**config.mk**
```make
export PLATFORM = sky130hd
export DESIGN_NAME = codon_to_amino_acid_translator
export DESIGN_NICKNAME = d
export VERILOG_FILES = /design/src/hdl/cata_pkg.sv /design/src/hdl/cata_codon.sv /design/src/hdl/cata_out_reg.sv /design/src/hdl/codon_to_amino_acid_translator.sv
export SDC_FILE = /design/constraint.sdc
export NUM_CORES = 1
export LEC_CHECK = 0
export ABC_CLOCK_PERIOD_IN_PS = 3000
export BUFFER_PORTS_ARGS = -buffer_cell sky130_fd_sc_hd__buf_2
export CAP_MARGIN = 5
export CELL_PAD_IN_SITES_DETAIL_PLACEMENT = 2
export CELL_PAD_IN_SITES_GLOBAL_PLACEMENT = 2
export CORE_MARGIN = 3
export CORE_UTILIZATION = 26
export DETAILED_ROUTE_END_ITERATION = 12
export GPL_TIMING_DRIVEN = 1
export PLACE_DENSITY_LB_ADDON = 0.1
export SYNTH_ARGS = -nofsm -noshare
export SYNTH_HDL_FRONTEND = slang
export SYNTH_SLANG_ARGS = --single-unit
```
**constraint.sdc**
```tcl
create_clock -name clk -period 3 [get_ports clk]
set_clock_uncertainty 0.05 [all_clocks]
set_input_delay 0.45 -clock clk [delete_from_list [all_inputs] [get_ports clk]]
set_output_delay 0.45 -clock clk [all_outputs]
set_load 0.005 [all_outputs]
```
**src/hdl/cata_pkg.sv**
```systemverilog
package cata_pkg;

	// 3-bit nucleotide code; T and U share a code
	typedef logic [2:0] base_code_t;

	localparam base_code_t CODE_A     = 3'd0;
	localparam base_code_t CODE_C     = 3'd1;
	localparam base_code_t CODE_G     = 3'd2;
	localparam base_code_t CODE_T     = 3'd3;
	localparam base_code_t CODE_OTHER = 3'd4;

	localparam logic [7:0] CH_A    = 8'h41;
	localparam logic [7:0] CH_C    = 8'h43;
	localparam logic [7:0] CH_G    = 8'h47;
	localparam logic [7:0] CH_T    = 8'h54;
	localparam logic [7:0] CH_U    = 8'h55;
	localparam logic [7:0] CH_X    = 8'h58;
	localparam logic [7:0] CH_STOP = 8'h2A;

	localparam logic [1:0] FRAME_MAX = 2'd2;

	// configuration register indexes
	localparam logic REG_FRAME = 1'b0;
	localparam logic REG_STOP  = 1'b1;

	// standard genetic code, index {b0, b1, b2} with A=0 C=1 G=2 T=3
	localparam logic [0:63][7:0] AMINO_TABLE =
		"KNKNTTTTRSRSIIMIQHQHPPPPRRRRLLLLEDEDAAAAGGGGVVVV*Y*YSSSS*CWCLFLF";

	typedef struct packed {
		logic       en;
		logic       idx;
		logic [1:0] data;
	} cfg_wr_t;

	typedef struct packed {
		logic       vld;
		logic [7:0] amino;
		logic       has;
		logic       eos;
	} res_t;

	function automatic base_code_t base_encode(input logic [7:0] ch);
		base_code_t c;
		case (ch)
			CH_A:    c = CODE_A;
			CH_C:    c = CODE_C;
			CH_G:    c = CODE_G;
			CH_T:    c = CODE_T;
			CH_U:    c = CODE_T;
			default: c = CODE_OTHER;
		endcase
		return c;
	endfunction

	function automatic logic [7:0] amino_lookup(input base_code_t b0, input base_code_t b1,
		input base_code_t b2);
		logic [5:0] idx;
		idx = {b0[1:0], b1[1:0], b2[1:0]};
		if (b0 == CODE_OTHER || b1 == CODE_OTHER || b2 == CODE_OTHER)
			return CH_X;
		return AMINO_TABLE[idx];
	endfunction

endpackage

```
**src/hdl/cata_codon.sv**
```systemverilog
module cata_codon
	import cata_pkg::*;
(
	input  logic       clk,
	input  logic       arst_n,
	input  cfg_wr_t    cfg,
	input  logic       vld_s1,
	input  base_code_t code_s1,
	input  logic       last_s1,
	input  logic       out_rdy,
	output logic       adv,
	output res_t       res
);

	logic [1:0] frame_q;
	logic       stop_mode_q;
	logic [1:0] skip_q;
	logic [1:0] phase_q;
	base_code_t held0_q;
	base_code_t held1_q;
	logic       stopped_q;

	logic [1:0] skip_d;
	logic [1:0] phase_d;
	base_code_t held0_d;
	base_code_t held1_d;
	logic       stopped_d;
	logic       emit;
	logic [7:0] aa;
	logic [1:0] frame_sat;

	assign frame_sat = (cfg.data > FRAME_MAX) ? FRAME_MAX : cfg.data;

	always_comb begin
		skip_d    = skip_q;
		phase_d   = phase_q;
		held0_d   = held0_q;
		held1_d   = held1_q;
		stopped_d = stopped_q;
		emit      = 1'b0;
		aa        = amino_lookup(held0_q, held1_q, code_s1);
		if (skip_q != 2'd0) begin
			skip_d = skip_q - 2'd1;
		end else if (phase_q != 2'd2) begin
			if (phase_q[0])
				held1_d = code_s1;
			else
				held0_d = code_s1;
			phase_d = phase_q + 2'd1;
		end else begin
			phase_d = 2'd0;
			if (!stopped_q) begin
				if (stop_mode_q && aa == CH_STOP)
					stopped_d = 1'b1;
				else
					emit = 1'b1;
			end
		end
		if (last_s1) begin
			skip_d    = frame_q;
			phase_d   = 2'd0;
			held0_d   = CODE_A;
			held1_d   = CODE_A;
			stopped_d = 1'b0;
		end
	end

	always_comb begin
		res.vld   = vld_s1 && (emit || last_s1);
		res.amino = emit ? aa : 8'd0;
		res.has   = emit;
		res.eos   = last_s1;
	end

	assign adv = vld_s1 && (!res.vld || out_rdy);

	always_ff @(posedge clk or negedge arst_n) begin
		if (!arst_n) begin
			frame_q     <= 2'd0;
			stop_mode_q <= 1'b0;
			skip_q      <= 2'd0;
			phase_q     <= 2'd0;
			held0_q     <= CODE_A;
			held1_q     <= CODE_A;
			stopped_q   <= 1'b0;
		end else begin
			if (adv) begin
				skip_q    <= skip_d;
				phase_q   <= phase_d;
				held0_q   <= held0_d;
				held1_q   <= held1_d;
				stopped_q <= stopped_d;
			end
			// the user must write only while idle (the block itself does not enforce it); a frame write reloads the skip count
			if (cfg.en && cfg.idx == REG_FRAME) begin
				frame_q <= frame_sat;
				skip_q  <= frame_sat;
			end
			if (cfg.en && cfg.idx == REG_STOP)
				stop_mode_q <= cfg.data[0];
		end
	end

endmodule

```
**src/hdl/cata_out_reg.sv**
```systemverilog
module cata_out_reg
	import cata_pkg::*;
(
	input  logic       clk,
	input  logic       arst_n,
	input  res_t       res,
	input  logic       stall,
	output logic       rdy,
	output logic       valid,
	output logic [7:0] amino_acid,
	output logic       has_residue,
	output logic       end_of_sequence
);

	logic vld_q;

	assign rdy   = !vld_q || !stall;
	assign valid = vld_q;

	always_ff @(posedge clk or negedge arst_n) begin
		if (!arst_n)
			vld_q <= 1'b0;
		else if (rdy)
			vld_q <= res.vld;
	end

	always_ff @(posedge clk) begin
		if (rdy && res.vld) begin
			amino_acid      <= res.amino;
			has_residue     <= res.has;
			end_of_sequence <= res.eos;
		end
	end

endmodule

```
**src/hdl/codon_to_amino_acid_translator.sv**
```systemverilog
// channel   | handshake                  | payload
// ----------+----------------------------+------------------------------------------
// base in   | base_valid / base_stall    | base_char[7:0], last_base
// amino out | amino_valid / amino_stall  | amino_acid[7:0], has_residue, end_of_sequence
// config    | cfg_valid / cfg_ready      | cfg_index (0 frame, 1 stop mode), cfg_data[1:0]
//
// One base word per cycle sustained while amino_stall is low. A base is encoded
// into the input register, then the codon state and the 64-entry code lookup
// update it into the output register, which drives amino_valid.
// arst_n clears the frame (0), stop mode (0), codon state and both valid flags.
// amino_stall holds the output word; the input register keeps taking bases that
// make no word, and base_stall rises only when a word is blocked behind it.
// cfg_ready is always high; write only while the block is idle.
module codon_to_amino_acid_translator
	import cata_pkg::*;
(
	input  logic       clk,
	input  logic       arst_n,
	// base channel
	input  logic       base_valid,
	output logic       base_stall,
	input  logic [7:0] base_char,
	input  logic       last_base,
	// amino acid channel
	output logic       amino_valid,
	input  logic       amino_stall,
	output logic [7:0] amino_acid,
	output logic       has_residue,
	output logic       end_of_sequence,
	// configuration channel
	input  logic       cfg_valid,
	output logic       cfg_ready,
	input  logic       cfg_index,
	input  logic [1:0] cfg_data
);

	logic       vld_s1;
	base_code_t code_s1;
	logic       last_s1;
	logic       adv;
	logic       out_rdy;
	res_t       res;
	cfg_wr_t    cfg;
	logic       take;

	assign cfg_ready = 1'b1;

	always_comb begin
		cfg.en   = cfg_valid && cfg_ready;
		cfg.idx  = cfg_index;
		cfg.data = cfg_data;
	end

	// input register is refilled or emptied when its base is absorbed by the codon stage
	assign base_stall = vld_s1 && !adv;
	assign take       = base_valid && !base_stall;

	always_ff @(posedge clk or negedge arst_n) begin
		if (!arst_n)
			vld_s1 <= 1'b0;
		else if (!base_stall)
			vld_s1 <= base_valid;
	end

	always_ff @(posedge clk) begin
		if (take) begin
			code_s1 <= base_encode(base_char);
			last_s1 <= last_base;
		end
	end

	cata_codon u_codon (
		.clk     (clk),
		.arst_n  (arst_n),
		.cfg     (cfg),
		.vld_s1  (vld_s1),
		.code_s1 (code_s1),
		.last_s1 (last_s1),
		.out_rdy (out_rdy),
		.adv     (adv),
		.res     (res)
	);

	cata_out_reg u_out (
		.clk             (clk),
		.arst_n          (arst_n),
		.res             (res),
		.stall           (amino_stall),
		.rdy             (out_rdy),
		.valid           (amino_valid),
		.amino_acid      (amino_acid),
		.has_residue     (has_residue),
		.end_of_sequence (end_of_sequence)
	);

endmodule

```
# Word-level counts from Yosys, hierarchy flattened

Memories as Yosys holds them, arrays and structs flattened.
Index checks and enable logic that the tools add are counted.

Output and inout bits: 13
Input bits: 17
Memories: 1
Bits in read-only memories: 512
Word-level logic and storage cells: 94
Bits in registers: 30

Memories:

| memory           | words | bits a word | read ports | clocked after memory_dff | write ports | line           | RTL |
|---|---|---|---|---|---|---|---|
| (name not given) | 64    | 8           | 1          | 0                        | 0           | cata_pkg.sv:62 | `return AMINO_TABLE[idx];` |

Add/subtract/negate cells: 2
Order comparisons: 2
Mux-type cells: 31
Reductions and logical operators: 29
Eq/ne operators: 13
Bitwise gates (word level): 2

Operators with widths:

| cell                                                 | count |
|---|---|
| equality test 8 x 7 -> 1 bit (second input constant) | 5 |
| two-way mux 8 bit                                    | 4 |
| two-way mux 3 bit                                    | 8 |
| two-way mux 2 bit                                    | 8 |
| one-hot mux 3 bit (4 select lines)                   | 1 |
| two-way mux 1 bit                                    | 10 |
| equality test 3 bit (second input constant)          | 3 |
| equality test 8 x 6 -> 1 bit (second input constant) | 1 |
| logical AND 1 bit                                    | 8 |
| inequality test 2 bit (second input constant)        | 4 |
| AND reduction 4 bit                                  | 2 |
| nonzero test 2 bit                                   | 4 |
| >= comparator 7 bit (second input constant)          | 1 |
| inverter 6 -> 7 bit                                  | 1 |
| logical NOT 1 bit                                    | 5 |
| logical OR 1 bit                                     | 5 |
| AND reduction 2 bit                                  | 2 |
| AND reduction 3 bit                                  | 1 |
| nonzero test 3 bit                                   | 1 |
| adder 2 x 1 -> 2 bit (second input constant)         | 1 |
| > comparator 2 bit (second input constant)           | 1 |
| OR reduction 2 bit                                   | 1 |
| subtractor 2 x 1 -> 2 bit (second input constant)    | 1 |
| inverter 1 bit                                       | 1 |

# Logic depth before layout (Yosys ltp)

Depth after elaboration: 20
Depth in mapped cells: 8
Mapped depth without buffers: 7

# Cells and area by module

Synthesis repeated with hierarchy kept, for this count alone.

Cell total of the unflattened synthesis: 164
Area, all modules: 1,736.7 sq um

By module, submodules not included:

| module                         | area an instance (sq um) | instances | seq. area each (sq um) | cells each |
|---|---|---|---|---|
| cata_codon                     | 1,123.6                  | 1         | 350.3                  | 129 |
| cata_out_reg                   | 347.8                    | 1         | 325.3                  | 14 |
| codon_to_amino_acid_translator | 265.3                    | 1         | 145.1                  | 21 |

# Worst setup path before layout

OpenSTA, ideal clock, no wires.

Path kind: reg-to-output
Start point: register u_codon.held1_q[1]
End point: output port base_stall
Required time: 2.500 ns
Buffers on the path: 1
Arrival time: 1.906 ns
Setup slack: 0.594 ns
Stages on the path, launching flop included: 9
Path through: dfrtp_1 clkbuf_1 inv_1 ha_1 a221o_1 o21ai_2 inv_1 o21ai_2 nor2_1

RTL lines:

| what                     | line                                 | RTL |
|---|---|---|
| start: declaration       | cata_codon.sv:20                     | `base_code_t held1_q;` |
| start signal: assignment | cata_codon.sv:91                     | `held1_q <= held1_d;` |
| end: declaration         | codon_to_amino_acid_translator.sv:21 | `output logic base_stall,` |

==> results.py <==
metrics = {
    "synth": {
        "synth_top_family_by_area": "compound AO/OA/AOI/OAI gates",
        "synth_top_area_frac": 0.233,
        "synth_area_mm2": 0.00172,
        "ys_async_sr_fraction": 0.552,
        "yosys_warnings": 0,
        "synth_area_leaders": "dfrtp_1, edfxtp_1, nand2_1",
        "synth_edf_count": 13,
        "synth_fa_ha_area_frac": 0.0363,
        "avgSynthCellArea_um2": 10.0,
        "synth-simple-area-share": 0.197,
        "postSynthCellCount": 172,
        "synth.area.mux_share": 0.0378,
        "syn_nets": 194,
        "synth_most_common_cell": "nand2_1",
        "synth_top_cell_by_area": "dfrtp_1",
        "synth-seq-area-share": 0.459,
        "ys_types": 52,
        "synth-xor-area-share": 0,
        "synth-seq-cells": 29,
        "synth_compound_area_frac": 0.213,
        "synthTopCellsByCount": "nand2_1, dfrtp_1, edfxtp_1, nor2_1, inv_1",
        "synth_ff_type": "dfrtp_1",
    },
    "critical_path": {
        "crit_fanout": 9,
        "critPathSlowestCell": "dfrtp_2",
        "crit_required_ns": 2.50,
        "cp_data_arrival_time_ns": 2.22,
        "worst_r2r_path_depth": 7,
        "cp-start-kind": "flop",
        "crit_path_cell_trace": "inv_1 -> ha_1 -> a221o_1 -> o21ai_2 -> inv_1 -> o21ai_2 -> nor2_1 -> buf_2",
        "slowest_delay_ns": 0.45,
        "setup.worst_path.class": "reg -> out",
        "crit_path_end_kind": "primary output",
    },
    "clock_network": {
        "clock-sinks": 29,
        "cts_tree": "built",
        "clk_pin_slew_ns": 0.07,
        "cts_buffers": 5,
        "cts_buffer_depth": 2,
        "post_cts_buffers": 0,
        "root_buffer": "clkbuf_8",
        "cts_max_level": 2,
        "clock_latency_ns": 0.28,
    },
    "pwr": {
        "vdd_drop_max_mv": 0.219,
        "p_leak_nw": 0.839,
        "powerDensity_mw_per_mm2": 579,
        "finalPower_mw": 1.17,
    },
    "sta": {
        "slew_violations": 0,
        "clock.fmax_ghz": 0.368,
        "slew-limit-headroom": 0.426,
        "post-route-period-util": 0.905,
        "finalCriticalPeriod_ns": 2.72,
        "hold_viol": 0,
        "tns_ns": 0,
        "grt_setup_unrepaired": "false",
        "tightest_slew_ns": 0.861,
        "setup_violations": 0,
    },
    "route": {
        "wl_per_cell_um": 16.6,
        "vias": 1411,
        "drtPass1Iterations": 4,
        "drc": 0,
        "drt-initial-drc-count": 44,
        "routed_wl_um": 4610,
        "vias_per_cell": 5.08,
        "ant_nets": 0,
    },
    "die": {
        "rows": 29,
        "die_w_um": 87.4,
        "die_y_um": 87.4,
        "start_util": 0.270,
        "coreArea_mm2": 0.00639,
        "die_area_mm2": 0.00763,
        "io_pins": 30,
    },
    "finish": {
        "design_area_mm2": 0.00202,
        "final_nets": 222,
        "fill_cells": 717,
        "drive_gt1_frac": 0.249,
        "diodes": 0,
        "area_growth_pct": 17.4,
    },
    "grt": {
        "overflow": 0,
        "antenna_found_initial": 0,
        "grt_start_max_net_pins": 17,
        "grt_pass1_vias": 1487,
        "grtUsageTotal": 0.129,
        "grt_pass1_wl_um": 7570,
    },
    "placement": {
        "port_buffers": 27,
        "dp_hpwl_um": 3580,
        "place_congestion": 0.703,
        "dpl-instance-area_mm2": 0.00193,
    },
    "worst_hold_path": {
        "hold_path.class": "in -> async",
    },
    "status": {
        "status": "finished, final reports clean",
    },
    "job": {
        "max-cap-violations": 0,
    },
}
[cell families after synthesis]
group,Yosys count
flip-flops,29
buffers and inverters,19
multiplexers,5
adder cells (fa/ha/maj),5
other,2
AO/OA/AOI/OAI,49
AND/OR/NAND/NOR,63
[worst max-delay path: cells and delay by family, from the launching register on]
kind	cells	cell delay (ns)
compound gates	3	0.78
simple gates	1	0.06
fa+ha+maj	1	0.26
flops	1	0.45
buf+inv	3	0.37
[sequential cells by signal (all words and copies together) (netlist names), 2 cells and up]
register / flops
u_out.amino_acid: 7
code_s1: 3
u_codon.held0_q: 3
u_codon.held1_q: 3
u_codon.frame_q: 2
u_codon.phase_q: 2
u_codon.skip_q: 2
[power breakdown]
group          total (mW)  switching [mW]  internal (mW)
Sequential          0.522          0.0515          0.470
Combinational       0.310           0.171          0.139
Clock               0.340           0.153          0.187
Total                1.17           0.375          0.796
[stage by stage]
stage / worst slack [ns] / cells / util / hold slack [ns]
5_1_grt: 0.0972 / 278 / 0.317 / 0.0681
4_1_cts: 0.134 / 278 / 0.316 / 0.0556
3_3_place_gp: 0.537 / 270 / 0.302 / 0.341
3_5_place_dp: 0.420 / 270 / 0.302 / 0.359
6_report: 0.285 / 278 / 0.317 / 0.0442
2_1_floorplan: 0.594 / 172 / - / 0.104
[worst paths after layout]
path	startpoint	endpoint	slack, ns
worst max-delay path	u_codon.held1_q[0]$_DFFE_PN0P_	base_stall	0.28
worst min-delay path	arst_n	u_codon.phase_q[0]$_DFFE_PN0P_	0.04
worst max register to register	u_codon.held1_q[0]$_DFFE_PN0P_	u_out.amino_acid[6]$_SDFFCE_PN0P_	0.49
worst min register to register	u_codon.frame_q[1]$_DFFE_PN0P_	u_codon.frame_q[1]$_DFFE_PN0P_	0.44
max in group asynchronous	arst_n	u_codon.held1_q[0]$_DFFE_PN0P_	2.53
min in group clk	last_base	last_s1$_DFFE_PP_	0.30
[layout by cell type (no fill, tap or decap), drive strengths merged, types with 2 or more instances in the layout]
cell / instances
o22ai: 2
nor2b: 6
o21ai: 9
or2: 2
a21oi: 6
mux2i: 2
nand2b: 4
a211o: 2
o21bai: 3
mux2: 2
a211oi: 5
clkbuf: 8
nand2: 18
a31oi: 2
o21a: 3
a22oi: 2
nor2: 13
buf: 32
conb: 2
nor3: 4
nand3: 6
ha: 5
dfrtp: 16
a22o: 6
edfxtp: 13
inv: 8
nor3b: 3
[cell type report]
| cell class | count | area (um2) | share of cell area |
|---|---|---|---|
| inverter | 8 | 30.0 | 0.0149 |
| clock buffer | 8 | 90.1 | 0.0446 |
| timing repair buffer | 32 | 173 | 0.0854 |
| tap | 77 | 96.3 | 0.0476 |
| multi-input combinational | 124 | 841 | 0.416 |
| sequential | 29 | 792 | 0.392 |
[what timing repair did]
action / CTS / global route
hold buffers: 0 / 0
setup endpoints to repair: 0 / 1
hold endpoints to repair: 0 / 0
gates resized for setup: 0 / 1
[per-layer routing]
layer / up-vias / global-route usage / wire length (um)
met2: 29 / 0.221 / 2310
li1: 678 / - / -
met3: 5 / 0.0350 / 163
met1: 699 / 0.161 / 2080
met5: - / 0 / 0
met4: 0 / 0.0335 / 57
(Power assumes the default switching activity.)
